===== config.mk =====
export PLATFORM = sky130hd
export DESIGN_NAME = quoted_command_tokenizer_flat
export DESIGN_NICKNAME = d
export VERILOG_FILES = /design/src/sv/qct_pkg.sv /design/src/sv/qct_in_if.sv /design/src/sv/qct_out_if.sv /design/src/sv/qct_step.sv /design/src/sv/quoted_command_tokenizer.sv /design/src/flat_wrapper.sv
export SDC_FILE = /design/constraint.sdc
export NUM_CORES = 1
export LEC_CHECK = 0
export CAP_MARGIN = 20
export CORE_MARGIN = 3
export CORE_UTILIZATION = 33
export DETAILED_ROUTE_END_ITERATION = 8
export DONT_BUFFER_PORTS = 1
export GPL_ROUTABILITY_DRIVEN = 0
export SYNTH_ARGS = -nofsm -noshare
export SYNTH_HDL_FRONTEND = slang
export SYNTH_HIERARCHICAL = 1
export SYNTH_SLANG_ARGS = --single-unit

===== constraint.sdc =====
create_clock -name clk_i -period 3.9 [get_ports clk_i]
set_input_delay 0.585 -clock clk_i [delete_from_list [all_inputs] [get_ports clk_i]]
set_output_delay 0.585 -clock clk_i [all_outputs]
set_load 0.1 [all_outputs]

===== src/sv/qct_pkg.sv =====
package qct_pkg;

  // Longest command line that positions can address.
  localparam int unsigned MAX_LEN = 256;

  // Positions stop at the last command position and must fit the 8-bit field.
  localparam logic [7:0] POS_LIMIT = (MAX_LEN - 1 > 255) ? 8'd255 : 8'(MAX_LEN - 1);

  // Character codes that steer the splitter.
  localparam logic [7:0] CH_SPACE     = 8'h20;
  localparam logic [7:0] CH_TAB       = 8'h09;
  localparam logic [7:0] CH_CR        = 8'h0D;
  localparam logic [7:0] CH_LF        = 8'h0A;
  localparam logic [7:0] CH_SQUOTE    = 8'h27;
  localparam logic [7:0] CH_DQUOTE    = 8'h22;
  localparam logic [7:0] CH_BACKSLASH = 8'h5C;
  localparam logic [7:0] CH_LOWER_R   = 8'h72;
  localparam logic [7:0] CH_LOWER_N   = 8'h6E;

  // One input beat.
  typedef struct packed {
    logic [7:0] in_char;
    logic       has_char;
    logic       end_of_command;
  } in_beat_t;

  // One result beat.
  typedef struct packed {
    logic [7:0] out_char;
    logic       char_valid;
    logic       new_word;
    logic [7:0] word_pos;
    logic       command_done;
  } out_beat_t;

  // Tokenizer state carried from one character to the next.
  typedef struct packed {
    logic [7:0] char_index;
    logic       in_quotes;
    logic       escape_pending;
    logic       word_open;
    logic       no_word_finished;
    logic [1:0] chars_in_first_word;
    logic [7:0] word_start;
  } state_t;

  localparam state_t STATE_RESET = '{
    char_index:          8'd0,
    in_quotes:           1'b0,
    escape_pending:      1'b0,
    word_open:           1'b0,
    no_word_finished:    1'b1,
    chars_in_first_word: 2'd0,
    word_start:          8'd0
  };

  // Increment that holds at the position limit.
  function automatic logic [7:0] sat_inc(input logic [7:0] v);
    return (v >= POS_LIMIT) ? POS_LIMIT : v + 8'd1;
  endfunction

  // Word separators outside quoted mode.
  function automatic logic is_space(input logic [7:0] c);
    return (c == CH_SPACE) || (c == CH_TAB) || (c == CH_CR) || (c == CH_LF);
  endfunction

endpackage


===== src/sv/qct_in_if.sv =====
interface qct_in_if;
  import qct_pkg::*;

  logic     valid;
  logic     ready;
  in_beat_t data;

  modport source (output valid, output data, input ready);
  modport sink (input valid, input data, output ready);
endinterface


===== src/sv/qct_out_if.sv =====
interface qct_out_if;
  import qct_pkg::*;

  logic      valid;
  logic      ready;
  out_beat_t data;

  modport source (output valid, output data, input ready);
  modport sink (input valid, input data, output ready);
endinterface


===== src/sv/qct_step.sv =====
module qct_step (
  input  qct_pkg::state_t    state_i,
  input  qct_pkg::in_beat_t  beat_i,
  output qct_pkg::state_t    state_o,
  output qct_pkg::out_beat_t result_o,
  output logic               produce_o
);
  import qct_pkg::*;

  state_t     st;
  logic [7:0] idx;
  logic [7:0] ch;
  logic       emit;
  logic       is_new;

  // Classify the character and update the word tracking flags.
  always_comb begin
    st     = state_i;
    idx    = state_i.char_index;
    ch     = 8'd0;
    emit   = 1'b0;
    is_new = 1'b0;

    if (beat_i.has_char) begin
      st.char_index = sat_inc(idx);
      if (state_i.escape_pending) begin
        st.escape_pending = 1'b0;
        emit = 1'b1;
        if (beat_i.in_char == CH_LOWER_R) begin
          ch = CH_CR;
        end else if (beat_i.in_char == CH_LOWER_N) begin
          ch = CH_LF;
        end else begin
          ch = beat_i.in_char;
        end
      end else if (!state_i.in_quotes && is_space(beat_i.in_char)) begin
        if (state_i.word_open) begin
          st.word_open        = 1'b0;
          st.no_word_finished = 1'b0;
        end
      end else if (beat_i.in_char == CH_BACKSLASH) begin
        st.escape_pending = 1'b1;
        if (!state_i.word_open) begin
          st.word_start = idx;
        end
      end else begin
        if ((beat_i.in_char == CH_SQUOTE) || (beat_i.in_char == CH_DQUOTE)) begin
          st.in_quotes = !state_i.in_quotes;
        end
        if (!state_i.word_open) begin
          st.word_start = idx;
        end
        ch   = beat_i.in_char;
        emit = 1'b1;
      end
    end

    // A word character opens a word; the first word splits after its first character.
    if (emit) begin
      if (!st.word_open) begin
        is_new       = 1'b1;
        st.word_open = 1'b1;
      end
      if (st.no_word_finished) begin
        if (st.chars_in_first_word == 2'd1) begin
          is_new        = 1'b1;
          st.word_start = sat_inc(st.word_start);
        end
        if (st.chars_in_first_word < 2'd2) begin
          st.chars_in_first_word = st.chars_in_first_word + 2'd1;
        end
      end
    end

    result_o.out_char     = emit ? ch : 8'd0;
    result_o.char_valid   = emit;
    result_o.new_word     = emit && is_new;
    result_o.word_pos     = emit ? st.word_start : 8'd0;
    result_o.command_done = beat_i.end_of_command;

    produce_o = emit || beat_i.end_of_command;
    state_o   = beat_i.end_of_command ? STATE_RESET : st;
  end

endmodule


===== src/sv/quoted_command_tokenizer.sv =====
// Quoted command tokenizer: splits a command line into words, shell style.
// The in_i channel takes one raw byte per beat with has_char and
// end_of_command flags; a beat with has_char low and end_of_command low is
// an idle beat and produces nothing. The out_o channel carries one beat per
// word character, tagged with a new-word mark and the word's start position,
// and command_done on the beat for the final input of a line, a beat of its
// own if that input yields no character. Unescaped separators outside quotes
// and unescaped backslashes yield no output beat unless they end a line. An
// accepted beat is held in an input register and processed from there; its
// result is registered in the output register when the held beat advances.
// One character is taken per cycle unless a stalled result holds it back.
// When the receiver stalls, the output register holds its beat and the input
// register stops only if its beat would need the output register; the input
// side stays ready while the input register is empty or draining.
// Reset clears both registers and returns the tokenizer to the start of a
// command line; every command_done beat returns it to the start as well.
module quoted_command_tokenizer (
  input logic       clk_i,
  input logic       rst_ni,
  qct_in_if.sink    in_i,
  qct_out_if.source out_o
);
  import qct_pkg::*;

  logic      in_vld_q;
  in_beat_t  in_beat_q;
  state_t    state_q;
  state_t    state_d;
  out_beat_t result_d;
  logic      produce;
  logic      advance;
  logic      out_vld_q;
  out_beat_t out_beat_q;

  qct_step u_step (
    .state_i  (state_q),
    .beat_i   (in_beat_q),
    .state_o  (state_d),
    .result_o (result_d),
    .produce_o(produce)
  );

  // The held beat moves on when it yields nothing or the output slot frees up.
  assign advance    = in_vld_q && (!produce || !out_vld_q || out_o.ready);
  assign in_i.ready = !in_vld_q || advance;

  // Input register.
  always_ff @(posedge clk_i or negedge rst_ni) begin
    if (!rst_ni) begin
      in_vld_q <= 1'b0;
    end else if (in_i.ready) begin
      in_vld_q <= in_i.valid;
    end
  end

  always_ff @(posedge clk_i) begin
    if (in_i.ready && in_i.valid) begin
      in_beat_q <= in_i.data;
    end
  end

  // Tokenizer state.
  always_ff @(posedge clk_i or negedge rst_ni) begin
    if (!rst_ni) begin
      state_q <= STATE_RESET;
    end else if (advance) begin
      state_q <= state_d;
    end
  end

  // Output register.
  always_ff @(posedge clk_i or negedge rst_ni) begin
    if (!rst_ni) begin
      out_vld_q <= 1'b0;
    end else if (advance && produce) begin
      out_vld_q <= 1'b1;
    end else if (out_o.ready) begin
      out_vld_q <= 1'b0;
    end
  end

  always_ff @(posedge clk_i) begin
    if (advance && produce) begin
      out_beat_q <= result_d;
    end
  end

  assign out_o.valid = out_vld_q;
  assign out_o.data  = out_beat_q;

endmodule


===== src/flat_wrapper.sv =====
// flat-port wrapper written by rule: the top's interface ports become plain ports
module quoted_command_tokenizer_flat import qct_pkg::*;
  (clk_i, rst_ni, in_i_valid, in_i_data, in_i_ready, out_o_valid, out_o_data, out_o_ready);
  qct_in_if in_i_i ();
  qct_out_if out_o_i ();
  input logic clk_i;
  input logic rst_ni;
  input wire logic [$bits(in_i_i.valid)-1:0] in_i_valid;
  input wire logic [$bits(in_i_i.data)-1:0] in_i_data;
  output wire logic [$bits(in_i_i.ready)-1:0] in_i_ready;
  output wire logic [$bits(out_o_i.valid)-1:0] out_o_valid;
  output wire logic [$bits(out_o_i.data)-1:0] out_o_data;
  input wire logic [$bits(out_o_i.ready)-1:0] out_o_ready;
  assign in_i_i.valid = in_i_valid;
  assign in_i_i.data = in_i_data;
  assign in_i_ready = in_i_i.ready;
  assign out_o_valid = out_o_i.valid;
  assign out_o_data = out_o_i.data;
  assign out_o_i.ready = out_o_ready;
  quoted_command_tokenizer u_core (.clk_i(clk_i), .rst_ni(rst_ni), .in_i(in_i_i), .out_o(out_o_i));
endmodule

### After elaboration in Yosys (flattened, before gate mapping)

Cells that the tools add are included.

* register bits: 53
* latch bits: 0
* memory bits (writable): 0
* ROM bits: 0
* input port bits: 14
* output and inout port bits: 21
* word-level logic and storage cells: 100
* memories kept: 0

* add/sub/neg operators: 3
* multipliers: 0
* div/mod/pow operators: 0
* $lt $le $gt $ge: 3
* equality and inequality tests: 13
* shift operators: 0
* mux-type cells: 37
* bitwise logic cells: 0
* reductions and logical operators: 27

Operator list (number)
* 2-to-1 mux 8 bit: 12
* == test 8 x 4 -> 1 bit, second input constant: 3
* == test 8 x 6 -> 1 bit, second input constant: 3
* == test 8 x 7 -> 1 bit, second input constant: 3
* 2-to-1 mux 22 bit: 1
* 2-to-1 mux 10 bit: 2
* 2-to-1 mux 1 bit: 17
* adder 8 x 1 -> 8 bit, second input constant: 2
* >= comparator 8 bit, second input constant: 2
* 2-to-1 mux 12 bit: 1
* nonzero test 2 bit: 6
* logical OR 1 bit: 8
* 2-to-1 mux 2 bit: 4
* inequality test 2 x 1 -> 1 bit, second input constant: 3
* AND reduction 6 bit: 1
* logical AND 1 bit: 5
* logical NOT 1 bit: 4
* AND reduction 2 bit: 2
* AND reduction 4 bit: 1
* adder 2 x 1 -> 2 bit, second input constant: 1
* == test 2 x 1 -> 1 bit, second input constant: 1
* < comparator 2 bit, second input constant: 1

### Logic depth before layout (Yosys ltp)

Gate-level depths: netlist (run 1).

* depth after elaboration: 15
* gate-level depth with buffers: 16
* gate-level depth less buffers: 14

### Hierarchy

Netlist (run 1), hierarchy kept.

Modules (own cells, without submodules)
* quoted_command_tokenizer: instances 1, cells an instance 164, area each 2285.9 um2, seq. area each 1472.7 um2
* qct_step: instances 1, cells an instance 212, area each 1331.3 um2, seq. area each 0.0 um2

### Worst setup path before layout (run 1)

No wires, ideal clock.

* path type: register -> output
* start point: reg u_core/in_beat_q[6] (netlist bit)
* end point: out in_i_ready
* data arrival time: 3.375 ns
* data required time: 3.315 ns
* setup slack: -0.060 ns
* cell stages (with the launch flop): 12
* buffers on the path: 5
* path through: edfxtp_1 > buf_6 > or4_4 > or3_1 > a31oi_1 > nand2b_1 > buf_4 > buf_2 > nand2_1 > buf_4 > clkbuf_1 > nand3_1

* cells in the longest elaborated chain, start to end: 14
* elaborated cells on any way between the ends: 19
* those cells by class: eq/ne (5); mux (4); reduce/logical (10)

Ends and longest elaborated chain
* start: declaration: line quoted_command_tokenizer.sv:26 `in_beat_t in_beat_q;`
* start signal: assignment: line quoted_command_tokenizer.sv:58 `in_beat_q <= in_i.data;`
* == test 8 x 6 -> 1 bit or == test 8 x 4 -> 1 bit (tied branches): line qct_pkg.sv:64 `return (c == CH_SPACE) || (c == CH_TAB) || (c == CH_CR) || (c == CH_LF);`
* logical OR 1 bit (3 in series): line qct_pkg.sv:64
* logical AND 1 bit: line qct_step.sv:36 `end else if (!state_i.in_quotes && is_space(beat_i.in_char)) begin`
* 2-to-1 mux 1 bit (*): line qct_step.sv:36
* 2-to-1 mux 1 bit (*): line qct_step.sv:26 `if (state_i.escape_pending) begin`
* 2-to-1 mux 1 bit (*): line qct_step.sv:24 `if (beat_i.has_char) begin`
* logical OR 1 bit (*): line qct_step.sv:81 `produce_o = emit || beat_i.end_of_command;`
* net u_core.produce: line quoted_command_tokenizer.sv:30 `logic produce;`
* logical NOT 1 bit (*): line quoted_command_tokenizer.sv:44 `assign advance = in_vld_q && (!produce || !out_vld_q || out_o.ready);`
* logical OR 1 bit (*) (2 in series): line quoted_command_tokenizer.sv:44
* logical AND 1 bit (*): line quoted_command_tokenizer.sv:44
* logical OR 1 bit (*): line quoted_command_tokenizer.sv:45 `assign in_i.ready = !in_vld_q || advance;`
* end: declaration: line flat_wrapper.sv:10 `output wire logic [$bits(in_i_i.ready)-1:0] in_i_ready;`

Mark *: on every way through the listed nets, which the timed path passes. The rest lies on a longest branch.

==> metrics.txt, run 1 <==
yosys warns=6; vias in the first global route=2937; worst path arrival time=3.90 ns; Worst-Margin Slew=1.04 ns; number of clock sinks=53; initial DRC count=240; clk_lat worst skew=0.32 ns; DRC=0; Overflow after GRT=0; routed vias=3045; net count after synthesis=394; DPL Wire Length=6270 µm; fin crit period=3.67 ns; initial antenna violation count=0; n_diodes=0; drt wl/cell=18.5 µm; Area Overhead vs Synth=8.68%; Die ar.=12300 µm²; status=finished, final reports clean; Post-synth EDFFs=29; synthesized instance count=376; maximum vdd ir drop=0.000185 V; chip height=111 µm; share of cells above drive strength 1=0.184; fmax=273 MHz; pwr dens=390 nW/µm²; setup TNS=0 ns; CTS tree=yes; Final WS setup=0.234 ns; Worst Setup Path Type=reg -> reg; Pleak=1.45 nW; first-pass GRT wire length=15500 µm; post-synth top area share=0.241; fin. max-slew vios=0; initial core utilization=0.344; relative slew slack=0.304; Max Cap Violations=0; post-layout net count=392; post-synth top area cell=edfxtp_1; largest net degree at the start of global routing=46; synthesized cell area=3620 µm²; FF+latch count, synth=53; Post-Syn Area per Cell=9.62 µm²; PortBufs=0; synth unique cells=60; min-delay worst type=in -> async; peak fanout along the critical path=4; crit start category=register; CTS root buf=clkbuf_8; Setup crit end kind=register; Hold Vio Cnt, Final=0; Synth top cells by count=nand2_1, edfxtp_1, nand2b_1; top_reg_cell synth=edfxtp_1; htree depth=2; Async SR Flop Fraction=0.453; Inserted Clock Buffers=5; clock buffer depth=2; data required time at the worst endpoint=4.14 ns; Post-Route WL=9450 µm; synth top area cells=edfxtp_1, dfrtp_1, o211ai_2, nand4b_1, nand2_1; Seq/Total Area, Yosys=0.407; count of final setup violators=0; count leader, synth=nand2_1; Via-to-Cell Ratio=5.96; Post-DRT Antenna Nets=0; Final Cycle Share=0.940; global-route usage over all layers=0.153; clock-pin slew of the registers on the worst-case setup and hold paths=0.10 ns; Clock Skews=0.0122 ns; first-pass iteration count of the detailed router=5; floorplan row count=37; DIE WIDTH=111 µm; fillers=1017; Non-Filler Instances=511; IO Count=35; DP Cell Count=498; core area=10500 µm²; pre-CTS setup slack=0.243 ns
-- layer usage --
metal / GRT usage / routed length [µm]
met5: 0 / 0
met4: 0.0517 / 128
met3: 0.0306 / 639
met2: 0.230 / 4310
met1: 0.220 / 4380
-- timing repair --
action / 4_1_cts / 5_1_grt
endpoints found under the hold margin: 23 / 0
hold buffers: 1 / 0
endpoints found under the setup margin: 0 / 1
buffers inserted: 0 / 4
resized for setup: 0 / 4
-- through the flow --
step	power, mW	instance area [µm²]	utilization	hold WS (ns)
6_report	1.53	3930	0.374	0.0755
3_5_place_dp	1.15	3760	0.358	0.291
3_3_place_gp	1.14	3760	0.358	0.291
4_1_cts	1.54	3890	0.370	0.0733
5_1_grt	1.61	3930	0.374	0.0602
2_1_floorplan	1.07	3620	-	0.289
-- critical path: stages (launching register included) --
cell      delay, ns
dfrtp_2        0.45
or4_4          0.57
o31a_1         0.29
nand2_2        0.11
mux2_2         0.19
ha_2           0.21
and3_1         0.18
nand2_1        0.05
nand4b_1       0.22
a222oi_1       0.42
mux4_2         0.57
nor2_1         0.10
nand2_1        0.07
o211ai_2       0.14
-- cells in the final DEF, fill, tap and decap left out, drive strengths merged, types with 5 or more instances in the layout --
master,synthesis,layout
nand2,49,49
edfxtp,29,29
nand2b,27,27
nor2,24,24
nand4b,23,23
o211ai,23,23
dfrtp,23,23
buf,16,20
a21oi,14,14
inv,13,13
nand3,12,12
nor3,9,9
o21ai,9,9
a211oi,7,7
mux2i,6,6
a31oi,6,6
clkbuf,13,6
nor4,5,5
and2,5,5
-- area by class of cell --
class / instances / area (µm²) / share of cell area
tap: 136 / 170 / 0.0433
timing repair buffer: 20 / 175 / 0.0446
inverter: 13 / 48.8 / 0.0124
multi-input combinational: 281 / 1950 / 0.497
clock inverter: 2 / 35.0 / 0.00891
clock buffer: 6 / 72.6 / 0.0185
sequential: 53 / 1480 / 0.375
-- registers in the layout, summed over array words and instances, names as in the netlist --
register and cells:
u_core/out_o.valid 1, u_core/state_q 22, u_core/in_vld_q 1, u_core/in_beat_q 10
u_core/out_o.data 19
-- path summary, 6_finish.rpt --
| kind | from | end | slack [ns] | cells past startpoint |
|---|---|---|---|---|
| max | u_core/state_q[13]$_DFFE_PN0P_ | u_core/state_q[6]$_DFFE_PN0P_ | 0.23 | 13 |
| min | rst_ni | u_core/state_q[13]$_DFFE_PN0P_ | 0.08 | 1 |
| max reg2reg | u_core/state_q[13]$_DFFE_PN0P_ | u_core/state_q[6]$_DFFE_PN0P_ | 0.23 | 13 |
| min reg2reg | u_core/state_q[9]$_DFFE_PN0P_ | u_core/state_q[9]$_DFFE_PN0P_ | 0.55 | 2 |
| max in group asynchronous | rst_ni | u_core/out_o.valid$_DFFE_PN0P_ | 3.66 | 1 |
| min in group clk_i | in_i_data[0] | u_core/in_beat_q[0]$_DFFE_PP_ | 0.37 | 0 |
-- kinds of logic after synthesis --
| logic type | share of synthesized area |
|---|---|
| AO/OA/AOI/OAI | 0.191 |
| XOR/XNOR | 0.0169 |
| adder cells (fa/ha/maj) | 0.0138 |
| buffers and inverters | 0.0578 |
| flip-flops | 0.407 |
| multiplexers | 0.0363 |
| AND/OR/NAND/NOR | 0.277 |
-- where the power goes --
group | internal [mW] | switching, mW | leakage [nW] | total, mW
clock | 0.191 | 0.185 | 0.0552 | 0.376
combinational | 0.124 | 0.199 | 0.798 | 0.322
sequential | 0.654 | 0.182 | 0.598 | 0.836
total | 0.969 | 0.566 | 1.45 | 1.53
(Power assumes the default switching activity.)
==> run 2: changes to the inputs <==
- CORE_ASPECT_RATIO: not set -> 1.75
==> run 2 against run 1 <==
Net effect:
- register-to-register slack lost 0.07 ns
- via count shrank 2.6%
- non-clock buffer count shrank 1
- wire length grew 0.39%
- flip-flop and latch count is the same
- count of clock-buffer cells in the layout is the same
- clock skew shrank 0.0052 ns
- power grew 8.7%
- core utilization shrank 0.13 points
- clock power grew 34%
- design area grew 1.4%
- die area grew 0.40%
- largest cell class unchanged
==> metrics.txt, run 2 (synthesis gave the netlist of run 1 again) <==
status=finished, final reports clean; Pleak=1.47 nW; post-layout net count=391; share of cells above drive strength 1=0.182; data required time at the worst endpoint=4.12 ns; Inserted Clock Buffers=5; peak fanout along the critical path=5; RSZ-0062 raised after global routing=false; Post-DRT Antenna Nets=0; Setup crit end kind=register; initial antenna violation count=0; Final WS setup=0.164 ns; final hold slack=0.0899 ns; fmax=268 MHz; R2R depth=13; setup TNS=0 ns; first-pass iteration count of the detailed router=6; crit start category=register; DIE WIDTH=85.1 µm; CTS root buf=clkbuf_16; RR Endpoint=u_core/state_q[6]$_DFFE_PN0P_; drt wl/cell=18.8 µm; chip height=145 µm; most common cell after layout, fill and taps aside=nand2_1; floorplan row count=50; worst path arrival time=3.96 ns; Hold Vio Cnt, Final=0; clock-pin slew of the registers on the worst-case setup and hold paths=0.07 ns; Worst R2R Start=u_core/in_beat_q[9]$_DFFE_PP_; CTS tree=yes; first-pass GRT wire length=15300 µm; global-route usage over all layers=0.158; largest reg by FF count=u_core/state_q; pre-CTS setup slack=0.187 ns; number of clock sinks=53; Max Cap Violations=0; max reg flops=22; n_diodes=0; PortBufs=0; clk_lat worst skew=0.30 ns; IO Count=35; Post-Route WL=9490 µm; core area=10700 µm²; Final Cycle Share=0.958; Worst-Margin Slew=0.975 ns; Worst Setup Path Type=reg -> reg; fillers=1059; Via-to-Cell Ratio=5.88; Non-Filler Instances=504; largest net degree at the start of global routing=47; count of final setup violators=0; Area Overhead vs Synth=10.2%; Clock Skews=0.00696 ns; routed vias=2966; htree depth=2; fin. max-slew vios=0; r2r setup slk=0.16 ns; clock buffer depth=2; Die ar.=12300 µm²; relative slew slack=0.349; DP Cell Count=493; most frequent cells in the layout=nand2_1, edfxtp_1, nand2b_1; pwr dens=419 nW/µm²; DPL Wire Length=6590 µm; initial DRC count=234; vias in the first global route=2924; initial core utilization=0.338; min-delay worst type=in -> async; maximum vdd ir drop=0.000246 V; total power=1.67 mW; Overflow after GRT=0; fin crit period=3.74 ns; DRC=0
-- run 2: changes by cell type in the layout (fill, tap and decap cells not counted) --
cell and change:
ha_4 +1, clkbuf_8 -5, clkbuf_16 +5, nor4_2 +1
nor4_1 -1, ha_2 -1, clkinv_1 +1, clkinv_2 -1
buf_4 -1
-- run 2: how the worst max path moves through the flow --
| stage | startpoint | end | slack, ns | cells after the start |
|---|---|---|---|---|
| 2_1_floorplan | u_core/in_beat_q[6]$_DFFE_PP_ | u_core/state_q[6]$_DFFE_PN0P_ | 0.14 | 16 |
| 3_3_place_gp | u_core/state_q[13]$_DFFE_PN0P_ | u_core/state_q[6]$_DFFE_PN0P_ | 0.27 | 13 |
| 3_5_place_dp | u_core/state_q[13]$_DFFE_PN0P_ | u_core/state_q[6]$_DFFE_PN0P_ | 0.19 | 13 |
| 4_1_cts | u_core/state_q[13]$_DFFE_PN0P_ | u_core/state_q[6]$_DFFE_PN0P_ | 0.16 | 13 |
| 5_1_grt | u_core/in_beat_q[9]$_DFFE_PP_ | u_core/state_q[6]$_DFFE_PN0P_ | 0.02 | 14 |
| 6_report | u_core/in_beat_q[9]$_DFFE_PP_ | u_core/state_q[6]$_DFFE_PN0P_ | 0.16 | 13 |
-- run 2: where the power goes --
group	switching [mW]	internal [mW]	total [mW]	leakage, nW
combinational	0.201	0.128	0.330	0.794
clock	0.203	0.301	0.505	0.0785
sequential	0.179	0.655	0.834	0.598
total	0.584	1.08	1.67	1.47
-- run 2: layer usage --
| layer | track usage | wire length (µm) | vias to the layer above |
|---|---|---|---|
| met1 | 0.168 | 3650 | 1466 |
| met2 | 0.305 | 5290 | 86 |
| li1 | - | - | 1398 |
| met4 | 0.0676 | 233 | 0 |
| met3 | 0.0205 | 309 | 16 |
| met5 | 0 | 0 | - |
-- run 2: metrics by stage --
stage,utilization,cell area (µm²)
final,0.373,3990
after floorplan,-,3620
after global placement,0.352,3760
after CTS,0.369,3940
after detailed placement,0.352,3760
after global routing,0.373,3990
-- run 2: layout make-up --
cell class,count,area (µm²),share of cell area
Clock buffer,6,129,0.0323
Sequential cell,53,1480,0.370
Tap cell,130,163,0.0408
Timing Repair Buffer,19,168,0.0420
Clock inverter,2,33.8,0.00847
Multi-Input combinational cell,281,1970,0.494
Inverter,13,48.8,0.0122
-- run 2: timing repair --
item,4_1_cts,5_1_grt
endpoints found under the setup margin,0,1
endpoints found under the hold margin,23,0
gates resized for setup,0,6
buffers inserted,0,2
hold buffers,1,0
-- run 2: worst max-delay path, stage by stage, from the launching register on --
cell and delay (ns):
edfxtp_1 0.47, or4_4 0.56, o31a_1 0.28, nand2_2 0.12, mux2_2 0.21, ha_4 0.15
and3_1 0.18, nand2_1 0.05, nand4b_1 0.24, a222oi_1 0.50, mux4_2 0.58, nor2_1 0.10
nand2_1 0.07, o211ai_2 0.15
==> run 3: changes to the inputs <==
- ABC_AREA: not set -> 1
- CORE_ASPECT_RATIO: 1.75 -> not set
==> run 3 against run 2 <==
Net effect:
- cell count down 5.6%
- synthesized area shrank 17%
- largest cell class is now flip-flops and latches
- flip-flop and latch count did not move
- sequential power grew 4.1%
- critical endpoint is now in_i_ready
- design area fell by 20%
- non-clock buffer count is 16 lower
==> metrics.txt, run 3 <==
routed vias=2352; fmax=351 MHz; DPL Wire Length=4690 µm; min-delay worst type=in -> async; share of cells above drive strength 1=0.0924; CP max stage cell=edfxtp_1; initial antenna violation count=0; status=finished, final reports clean; met3 global-route usage=0.0317; net count after synthesis=387; fillers=916; switch share=0.388; Inserted Clock Buffers=5; DRC=0; first-pass GRT wire length=11000 µm; Max Cap Violations=0; Worst R2R Start=u_core/in_beat_q[9]$_DFFE_PP_; RR Endpoint=u_core/in_beat_q[2]$_DFFE_PP_; Async SR Flop Fraction=0.453; Post-synth EDFFs=29; met2 GRT Util=0.219; PortBufs=0; drt wl/cell=13.7 µm; Area Overhead vs Synth=6.12%; Die ar.=10300 µm²; Setup crit end kind=output port; count of final setup violators=0; FF+latch count, synth=53; Seq/Total Area, Yosys=0.490; total power=1.39 mW; layer with the highest usage=met2; synth unique cells=35; htree depth=2; CP dominant cell by count=nand2_1; first-pass iteration count of the detailed router=4; clock-pin slew of the registers on the worst-case setup and hold paths=0.10 ns; worst path arrival time=2.26 ns; fin. max-slew vios=0; clk_lat worst skew=0.31 ns; synthesized instance count=369; yosys warns=6; Gates resized, CTS repair=0; floorplan row count=34; Hold Vio Cnt, Final=0; crit start category=register; global-route usage over all layers=0.136; GR Util met1=0.180; P_sw=0.540 mW; pwr dens=436 nW/µm²; Critical Path, Cell by Cell=nor2_2, nand2_1, nor2_1, nand2_1, nand2_2, nand3_2, nand2_2, nand2_1, nand4_1, buf_4; fin crit period=2.85 ns; max reg flops=22; Final Cycle Share=0.730; clock buffer depth=2; IO Count=35; initial core utilization=0.343; CP peak stage delay=0.43 ns; vias in the first global route=2237; Critical Path Start=u_core/in_beat_q[9]$_DFFE_PP_; CTS root buf=clkbuf_8; post-synth top area share=0.290; Power Internal=0.851 mW; Synth top cells by count=nand2_1, inv_1, nand3_1; relative slew slack=0.343; final hold slack=0.0793 ns; number of clock sinks=53; maximum vdd ir drop=0.000144 V; largest reg by FF count=u_core/state_q; initial DRC count=194; Overflow after GRT=0; most frequent cells in the layout=nand2_1, inv_1, nand3_1; Post-DRT Antenna Nets=0; post-synth top area cell=edfxtp_1; count leader, synth=nand2_1; Via-to-Cell Ratio=4.94; Post-Route WL=6500 µm; Clock Skews=0.0108 ns; post-layout net count=385; n_diodes=0; most common cell after layout, fill and taps aside=nand2_1; largest net degree at the start of global routing=26; core area=8760 µm²; R2R depth=12; top_reg_cell synth=edfxtp_1; chip height=101 µm; Post-Syn Area per Cell=8.14 µm²; combinational power share=0.157; CTS tree=yes; DIE WIDTH=101 µm; Worst-Margin Slew=0.985 ns; data required time at the worst endpoint=3.31 ns; setup TNS=0 ns; RSZ-0062 raised after global routing=false; r2r setup slk=1.18 ns; Worst Setup Path Type=reg -> out; synthesized cell area=3010 µm²; peak fanout along the critical path=14; Clock Power Share=0.219; synth top area cells=edfxtp_1, dfrtp_1, nand2_1, inv_1, nand3_1; Seq pwr share=0.625; Pleak=1.41 nW
==> run 3: critical path: cells and delay by family, from the launching register on <==
family                 cells  cell delay (ns)
flip-flops                 1             0.43
AND/OR/NAND/NOR            9             1.19
buffers and inverters      1             0.33
==> run 3: worst max path at each step <==
| stage | endpoint | slack (ns) | cells after the start |
|---|---|---|---|
| 2_1_floorplan | u_core/in_beat_q[0]$_DFFE_PP_ | 0.83 | 12 |
| 3_3_place_gp | u_core/in_beat_q[8]$_DFFE_PP_ | 1.27 | 12 |
| 3_5_place_dp | u_core/in_beat_q[9]$_DFFE_PP_ | 1.20 | 12 |
| 4_1_cts | in_i_ready | 1.05 | 10 |
| 5_1_grt | in_i_ready | 0.87 | 10 |
| 6_report | in_i_ready | 1.05 | 10 |
==> run 3: cell type report <==
cell class / instances / area (µm²) / share of cell area
multi-input combinational: 254 / 1270 / 0.398
tap: 108 / 135 / 0.0424
clock inverter: 2 / 16.3 / 0.00510
sequential: 53 / 1470 / 0.462
timing repair buffer: 3 / 35.0 / 0.0110
inverter: 50 / 188 / 0.0588
clock buffer: 6 / 72.6 / 0.0228
==> run 3: metrics by stage <==
stage	std cells	util	area (µm²)	worst slack, ns
2_1_floorplan	369	-	3010	0.831
3_3_place_gp	467	0.352	3080	1.27
3_5_place_dp	467	0.352	3080	1.20
4_1_cts	476	0.364	3190	1.05
5_1_grt	476	0.364	3190	0.868
6_report	476	0.364	3190	1.05
==> run 3: what timing repair did <==
item | 4_1_cts | 5_1_grt
buffers inserted | 0 | 0
hold buffers | 1 | 0
endpoints found under the hold margin | 23 | 0
==> run 3: logic make-up after synthesis <==
kind of cell,synth area share
AND/OR/NAND/NOR,0.319
buffers and inverters,0.0874
flip-flops,0.490
AO/OA/AOI/OAI,0.0749
XOR/XNOR,0.0117
adder cells (fa/ha/maj),0.0167
==> run 3: per-layer routing <==
layer | vias up | share of wire | routed length [µm]
met1 | 1090 | 0.45 | 2940
met4 | 0 | 0.014 | 93
met2 | 54 | 0.49 | 3210
met5 | - | 0 | 0
li1 | 1201 | - | -
met3 | 7 | 0.041 | 265
==> run 3: power by group through the flow <==
stage	Clock [mW]	Sequential (mW)	Combinational, mW
after floorplan	0	0.855	0.185
after global placement	0	0.879	0.206
after detailed placement	0	0.881	0.211
after CTS	0.321	0.869	0.219
after global routing	0.341	0.879	0.254
final	0.304	0.868	0.218
